[config.mk]
export PLATFORM = sky130hd
export DESIGN_NAME = feedback_frame_deframer_flat
export DESIGN_NICKNAME = d
export VERILOG_FILES = /design/src/rtl/ffd_pkg.sv /design/src/rtl/ffd_in_if.sv /design/src/rtl/ffd_out_if.sv /design/src/rtl/ffd_frame_check.sv /design/src/rtl/feedback_frame_deframer.sv /design/src/flat_wrapper.sv
export SDC_FILE = /design/constraint.sdc
export NUM_CORES = 1
export LEC_CHECK = 0
export ABC_AREA = 0
export BUFFER_PORTS_ARGS = -buffer_cell sky130_fd_sc_hd__buf_2
export CAP_MARGIN = 20
export CORE_ASPECT_RATIO = 0.75
export CORE_UTILIZATION = 52
export CTS_BUF_LIST = sky130_fd_sc_hd__clkbuf_16
export CTS_CLUSTER_DIAMETER = 40
export DETAILED_ROUTE_END_ITERATION = 7
export PLACE_DENSITY = 0.76
export SETUP_SLACK_MARGIN = 0.02
export SYNTH_ARGS = -nofsm -noshare
export SYNTH_HDL_FRONTEND = slang
export SYNTH_SLANG_ARGS = --single-unit
[constraint.sdc]
create_clock -name clk -period 6.5 [get_ports clk]
set_input_delay 1.3 -clock clk [delete_from_list [all_inputs] [get_ports clk]]
set_output_delay 1.3 -clock clk [all_outputs]
set_load 0.05 [all_outputs]
[src/rtl/ffd_pkg.sv]
// Shared constants and types for the feedback frame deframer.
// No dependencies; imported by ffd_frame_check, the deframer top level and the testbench.
package ffd_pkg;

  localparam logic [7:0] START_LO  = 8'hCD;
  localparam logic [7:0] START_HI  = 8'hAB;
  localparam int         FRAME_LEN = 16;
  localparam int         BODY_HELD = FRAME_LEN - 3;   // bytes 2..14 held before the last
  localparam int         NUM_WORDS = 6;                // payload words per frame

  localparam logic [3:0] POS_FIRST = 4'd2;
  localparam logic [3:0] POS_LAST  = 4'(FRAME_LEN - 1);
  localparam logic [7:0] RUN_MAX   = 8'hFF;

  typedef enum logic [1:0] {
    PH_HUNT_LO = 2'd0,
    PH_HUNT_HI = 2'd1,
    PH_BODY    = 2'd2
  } phase_t;

  typedef logic [7:0] byte_t;
  typedef logic signed [15:0] word_t;

  // result of checking one complete frame
  typedef struct packed {
    logic  ok;
    word_t [NUM_WORDS-1:0] words;
  } check_t;

endpackage

[src/rtl/ffd_in_if.sv]
// Byte channel into the deframer: valid/ready handshake plus one received byte.
// Depends on nothing.
interface ffd_in_if;
  logic       valid;
  logic       ready;
  logic [7:0] rx_byte;

  modport source (output valid, output rx_byte, input ready);
  modport sink   (input valid, input rx_byte, output ready);
endinterface

[src/rtl/ffd_out_if.sv]
// Result channel from the deframer: valid/ready handshake plus decoded frame fields.
// Depends on nothing.
interface ffd_out_if;
  logic               valid;
  logic               ready;
  logic               checksum_ok;
  logic signed [15:0] command_one;
  logic signed [15:0] command_two;
  logic signed [15:0] speed_right;
  logic signed [15:0] speed_left;
  logic signed [15:0] battery_raw;
  logic signed [15:0] temperature_raw;
  logic [7:0]         bad_frame_count;

  modport source (output valid, output checksum_ok, output command_one, output command_two,
                  output speed_right, output speed_left, output battery_raw,
                  output temperature_raw, output bad_frame_count, input ready);
  modport sink   (input valid, input checksum_ok, input command_one, input command_two,
                  input speed_right, input speed_left, input battery_raw,
                  input temperature_raw, input bad_frame_count, output ready);
endinterface

[src/rtl/ffd_frame_check.sv]
// XOR-16 frame check: joins the held body bytes and the last byte into words,
// checks the XOR of start word and payload against the checksum word. Uses ffd_pkg.
module ffd_frame_check
  import ffd_pkg::*;
(
  input  byte_t  body [BODY_HELD],
  input  byte_t  last_byte,
  output check_t check
);

  logic [15:0] words [NUM_WORDS];
  logic [15:0] calc;
  logic [15:0] sum_word;

  always_comb begin
    calc = {START_HI, START_LO};
    for (int k = 0; k < NUM_WORDS; k++) begin
      words[k] = {body[2*k+1], body[2*k]};
      calc     = calc ^ words[k];
    end
    sum_word = {last_byte, body[BODY_HELD-1]};
    check.ok = (calc == sum_word);
    // payload is forced to zero on a bad frame
    for (int k = 0; k < NUM_WORDS; k++) begin
      check.words[k] = check.ok ? word_t'(words[k]) : '0;
    end
  end

endmodule

[src/rtl/feedback_frame_deframer.sv]
// Feedback frame deframer top level: start-word hunt, body collection, result register.
// Uses ffd_pkg, ffd_in_if, ffd_out_if and ffd_frame_check.
//
// Usage
//   rx : one received serial byte per item. The block hunts for the start word
//        0xABCD sent low byte first (CD then AB); a repeated CD keeps the hunt
//        armed, any other byte restarts it. The next 14 bytes complete a
//        16-byte frame of eight little-endian words.
//   fb : one item per complete frame, on its 16th byte: checksum status, six
//        signed payload words (zero when the check fails) and the run of
//        consecutive bad frames, saturating at 255 and cleared by a good frame.
// Output timing and throughput
//   The result appears in the output register in the cycle after the last frame
//   byte is taken. A byte is taken every cycle; the only limit is the single
//   output register, which takes a new result in the same cycle as the held
//   one leaves.
// Reset (rst, synchronous, active high)
//   Back to the hunt for CD, bad-frame run cleared, output empty. Held body
//   bytes are not cleared; they are always rewritten before a frame is checked.
// Stalls
//   While a result waits and fb.ready is low, rx.ready is low, so no byte is
//   lost and the result holds steady.
module feedback_frame_deframer
  import ffd_pkg::*;
(
  input  logic             clk,
  input  logic             rst,
  ffd_in_if.sink           rx,
  ffd_out_if.source        fb
);

  phase_t     phase, phase_next;
  logic [3:0] pos, pos_next;
  byte_t      body [BODY_HELD];
  logic [7:0] err_run;
  logic [7:0] err_run_next;
  logic       take;
  logic       frame_end;
  check_t     check;

  // output register can refill in the cycle it is emptied
  assign rx.ready  = !fb.valid || fb.ready;
  assign take      = rx.valid && rx.ready;
  assign frame_end = (phase == PH_BODY) && (pos == POS_LAST);

  ffd_frame_check u_check (
    .body      (body),
    .last_byte (rx.rx_byte),
    .check     (check)
  );

  // hunt / collect sequencing
  always_comb begin
    phase_next = phase;
    pos_next   = pos;
    unique case (phase)
      PH_HUNT_HI: begin
        if (rx.rx_byte == START_HI) begin
          phase_next = PH_BODY;
          pos_next   = POS_FIRST;
        end else if (rx.rx_byte == START_LO) begin
          phase_next = PH_HUNT_HI;
        end else begin
          phase_next = PH_HUNT_LO;
        end
      end
      PH_BODY: begin
        if (frame_end) begin
          phase_next = PH_HUNT_LO;
          pos_next   = POS_FIRST;
        end else begin
          pos_next   = pos + 4'd1;
        end
      end
      default: begin
        phase_next = (rx.rx_byte == START_LO) ? PH_HUNT_HI : PH_HUNT_LO;
      end
    endcase
  end

  // bad-frame run, saturating
  always_comb begin
    if (check.ok) begin
      err_run_next = '0;
    end else if (err_run != RUN_MAX) begin
      err_run_next = err_run + 8'd1;
    end else begin
      err_run_next = err_run;
    end
  end

  always_ff @(posedge clk) begin
    if (rst) begin
      phase   <= PH_HUNT_LO;
      pos     <= POS_FIRST;
      err_run <= '0;
    end else if (take) begin
      phase <= phase_next;
      pos   <= pos_next;
      if (frame_end) begin
        err_run <= err_run_next;
      end
    end
  end

  // body bytes 2..14 shift in; the last byte goes straight to the check
  always_ff @(posedge clk) begin
    if (take && (phase == PH_BODY) && !frame_end) begin
      for (int i = 0; i < BODY_HELD - 1; i++) begin
        body[i] <= body[i+1];
      end
      body[BODY_HELD-1] <= rx.rx_byte;
    end
  end

  // result register
  always_ff @(posedge clk) begin
    if (rst) begin
      fb.valid <= 1'b0;
    end else if (rx.ready) begin
      fb.valid <= take && frame_end;
    end
  end

  always_ff @(posedge clk) begin
    if (take && frame_end) begin
      fb.checksum_ok     <= check.ok;
      fb.command_one     <= check.words[0];
      fb.command_two     <= check.words[1];
      fb.speed_right     <= check.words[2];
      fb.speed_left      <= check.words[3];
      fb.battery_raw     <= check.words[4];
      fb.temperature_raw <= check.words[5];
      fb.bad_frame_count <= err_run_next;
    end
  end

  // ---- checks ----
  a_result_from_body: assert property (@(posedge clk) disable iff (rst)
    $rose(fb.valid) |-> $past(phase) == PH_BODY && $past(pos) == POS_LAST)
    else $error("result without a completed frame");

  a_good_clears_run: assert property (@(posedge clk) disable iff (rst)
    fb.valid && fb.checksum_ok |-> fb.bad_frame_count == 8'd0)
    else $error("good frame with nonzero bad-frame run");

  a_bad_zero_payload: assert property (@(posedge clk) disable iff (rst)
    fb.valid && !fb.checksum_ok |-> fb.bad_frame_count != 8'd0 &&
      fb.command_one == 16'sd0 && fb.command_two == 16'sd0 &&
      fb.speed_right == 16'sd0 && fb.speed_left == 16'sd0 &&
      fb.battery_raw == 16'sd0 && fb.temperature_raw == 16'sd0)
    else $error("bad frame with payload or zero run");

  a_pos_range: assert property (@(posedge clk) disable iff (rst)
    phase == PH_BODY |-> pos >= POS_FIRST)
    else $error("body position out of range");

  a_frame_restarts_hunt: assert property (@(posedge clk) disable iff (rst)
    take && frame_end |=> phase == PH_HUNT_LO && fb.valid)
    else $error("frame end did not return to hunt with a result");

endmodule

[src/flat_wrapper.sv]
// flat-port wrapper written by rule: the top's interface ports become plain ports
module feedback_frame_deframer_flat import ffd_pkg::*;
  (clk, rst, rx_valid, rx_rx_byte, rx_ready, fb_valid, fb_checksum_ok, fb_command_one, fb_command_two, fb_speed_right, fb_speed_left, fb_battery_raw, fb_temperature_raw, fb_bad_frame_count, fb_ready);
  ffd_in_if rx_i ();
  ffd_out_if fb_i ();
  input  logic clk;
  input  logic rst;
  input wire logic [$bits(rx_i.valid)-1:0] rx_valid;
  input wire logic [$bits(rx_i.rx_byte)-1:0] rx_rx_byte;
  output wire logic [$bits(rx_i.ready)-1:0] rx_ready;
  output wire logic [$bits(fb_i.valid)-1:0] fb_valid;
  output wire logic [$bits(fb_i.checksum_ok)-1:0] fb_checksum_ok;
  output wire logic [$bits(fb_i.command_one)-1:0] fb_command_one;
  output wire logic [$bits(fb_i.command_two)-1:0] fb_command_two;
  output wire logic [$bits(fb_i.speed_right)-1:0] fb_speed_right;
  output wire logic [$bits(fb_i.speed_left)-1:0] fb_speed_left;
  output wire logic [$bits(fb_i.battery_raw)-1:0] fb_battery_raw;
  output wire logic [$bits(fb_i.temperature_raw)-1:0] fb_temperature_raw;
  output wire logic [$bits(fb_i.bad_frame_count)-1:0] fb_bad_frame_count;
  input wire logic [$bits(fb_i.ready)-1:0] fb_ready;
  assign rx_i.valid = rx_valid;
  assign rx_i.rx_byte = rx_rx_byte;
  assign rx_ready = rx_i.ready;
  assign fb_valid = fb_i.valid;
  assign fb_checksum_ok = fb_i.checksum_ok;
  assign fb_command_one = fb_i.command_one;
  assign fb_command_two = fb_i.command_two;
  assign fb_speed_right = fb_i.speed_right;
  assign fb_speed_left = fb_i.speed_left;
  assign fb_battery_raw = fb_i.battery_raw;
  assign fb_temperature_raw = fb_i.temperature_raw;
  assign fb_bad_frame_count = fb_i.bad_frame_count;
  assign fb_i.ready = fb_ready;
  feedback_frame_deframer u_core (.clk(clk), .rst(rst), .rx(rx_i), .fb(fb_i));
endmodule
==> qor.yml <==
grt_pass1_wl_um: 24740
ant_nets: 0
worstPathCellList: "buf_2 -> nand2b_1 -> nand2_1 -> or3_1 -> inv_4 -> buf_4"
rows: 41
multi_input_area_sq_mm: 0.002257
max_stage_delay_ns: 0.70
seq_area_sq_mm: 0.006576
grt_pass1_vias: 4543
via_count: 4664
power.leakage_nw: 3.989
crit_path_end_kind: "flip-flop"
cp_slowest_cell: "inv_4"
synth_flop_cell: "edfxtp_1"
hold_violations: 0
ys_ff_latch: 224
wl_per_cell_um: 18.30
maxSlewHeadroom_pct: 32.92
io_pins: 119
peakVddDrop_mv: 0.1610
cap_violations: 0
yosys-top-cells-area: "edfxtp_1 70%, xnor3_1 8.1%, and2_1 6.7%"
port_buffers: 118
synth_fp_nets: 528
outcome: "completed"
routed_wl_um: 16050
hold_path.class: "reg2reg"
yosysMostFrequentCell: "edfxtp_1"
achievable-frequency_ghz: 0.2768
layout-drive-gt1-share_pct: 24.81
cts_sinks: 224
dpl_cell_area_sq_mm: 0.009757
die_y_um: 115.5
setup_violations: 0
critPathRequiredTime_ns: 6.63
postCtsSetupRepairBufs: 0
finalCriticalPeriod_ns: 3.613
cts_tree: "yes"
antenna_found_initial: 0
cp.arrival_ns: 3.74
overflow: 0
rsz0062_at_grt: "no"
h-tree-depth: 1
die_w_um: 153.3
crit_path_start_kind: "input pin"
gp_congestion: 0.8168
fin_worst_skew_ns: 0.02115
synth_seq_area_share_pct: 73.65
fill_cells: 1228
finalCritPeriodShare_pct: 55.58
clockBufferDepth: 3
cts-buffers-inserted: 24
synth_area_per_cell_sq_um: 17.44
synth_top_cell_area_share_pct: 70.29
p_per_area_mw_per_mm2: 274.8
drtIter0Drc: 365
layout.nets: 659
clock_latency_ns: 0.51
synthTopCellsByCount: "209 x edfxtp_1, 96 x and2_1, 32 x xnor3_1"
fp.coreArea_sq_mm: 0.01683
mappedNetlistArea_sq_mm: 0.008929
cts_resized: 0
synthCells: 512
synth_top_cell_by_area: "edfxtp_1"
drc_errors: 0
start_util_pct: 53.06
setup_tns_ns: 0
worst_slew_pin_slew_ns: 0.9986
cts-root-buf: "clkbuf_16"
viasPerCell: 5.318
synthToLayoutAreaGrowth_pct: 17.92
async_flop_share_pct: 0
criticalPathCategory: "in2reg"
grt_max_degree: 93
synth_edf_count: 209
cts_hold_buf: 0
dr.pass1.iters: 4
final_area_sq_mm: 0.01053
track_usage_pct: 18.31
die_area_sq_mm: 0.01770
worst_r2r_path_depth: 7
ys_warn_count: 0
crit_fanout: 66
post-dp-hpwl_um: 10060
clk_pin_slew_ns: 0.06
min_delay_path_depth: 2
ys_types: 33
drv_slew: 0
==> stage by stage <==
step | instances | power, mW | setup slack [ns] | utilization [%] | hold WS (ns)
finish | 877 | 2.893 | 2.887 | 62.57 | 0.4675
global route | 876 | 2.969 | 2.726 | 62.56 | 0.4774
CTS | 876 | 2.911 | 2.873 | 62.56 | 0.4657
detailed placement | 832 | 1.615 | 2.369 | 57.99 | 0.4569
global placement | 832 | 1.614 | 2.515 | 57.99 | 0.4446
floorplan | 512 | 1.605 | 1.298 | - | 0.4363
==> report_power, final <==
group,switching [mW],internal (mW)
logic,0.0120,0.0146
registers,0.00361,1.55
clock network,0.560,0.748
==> cell usage in the layout, fill, tap and decap left out, types with 5 or more instances in the layout <==
master     instances
a21oi_1           10
edfxtp_1         209
nor2_1            16
clkbuf_16         25
or4_1              7
dfxtp_1           15
or3_1              6
nand3_1            6
xnor2_1           23
mux2i_1            6
nand4_1            5
xnor3_1           32
nand2_1           17
xor2_1            13
buf_2            118
and2_1            96
inv_1              6
==> worst max-delay path, delay by kind of cell <==
kind	cells	cell delay [ns]
buffers and inverters	3	1.34
AND/OR/NAND/NOR	3	1.02
==> kinds of logic (layout without fill, tap and decap cells) <==
family,Yosys count,count (layout),share of synthesized area (%)
AO/OA/AOI/OAI,20,20,1.275
multiplexers,6,6,0.6727
AND/OR/NAND/NOR,168,168,11.08
XOR/XNOR,68,68,11.60
flip-flops,224,224,73.65
adder cells (fa/ha/maj),4,4,0.5606
other,0,1,0
buffers and inverters,22,171,1.149
==> routing by layer <==
layer	vias up	share of wire, %	GRT usage, %
met5	-	0	0
met4	0	2.9	6.397
met3	38	4.8	3.665
met2	144	47	28.83
met1	2344	45	25.90
li1	2138	-	-
==> state kept, by name, summed over array words and instances, names as in the netlist, 4 cells and up <==
| register | count |
|---|---|
| u_core.body | 104 |
| u_core.fb.command_two | 16 |
| u_core.err_run | 8 |
| u_core.fb.temperature_raw | 16 |
| u_core.pos | 4 |
| u_core.fb.command_one | 16 |
| u_core.fb.bad_frame_count | 8 |
| u_core.fb.speed_left | 16 |
| u_core.fb.battery_raw | 16 |
| u_core.fb.speed_right | 16 |
==> final cells by class <==
cell class	instances	share of cell area [%]
multi-input combinational	266	21.44
clock inverter	19	1.367
antenna	1	0.02377
sequential	224	62.46
clock buffer	25	5.942
timing repair buffer	122	6.013
tap	215	2.555
inverter	5	0.2020
==> path summary, 6_finish.rpt <==
check                                                              end                      startpoint  slack, ns
worst max register to register          u_core.err_run[7]$_SDFFE_PP0P_       u_core.body[82]$_DFFE_PP_       3.41
worst max-delay path            u_core.fb.battery_raw[7]$_SDFFCE_PP0P_                        fb_ready       2.89
worst min-delay path                    u_core.err_run[7]$_SDFFE_PP0P_  u_core.err_run[7]$_SDFFE_PP0P_       0.47
worst min register to register          u_core.err_run[7]$_SDFFE_PP0P_  u_core.err_run[7]$_SDFFE_PP0P_       0.47
(Power assumes the default switching activity.)
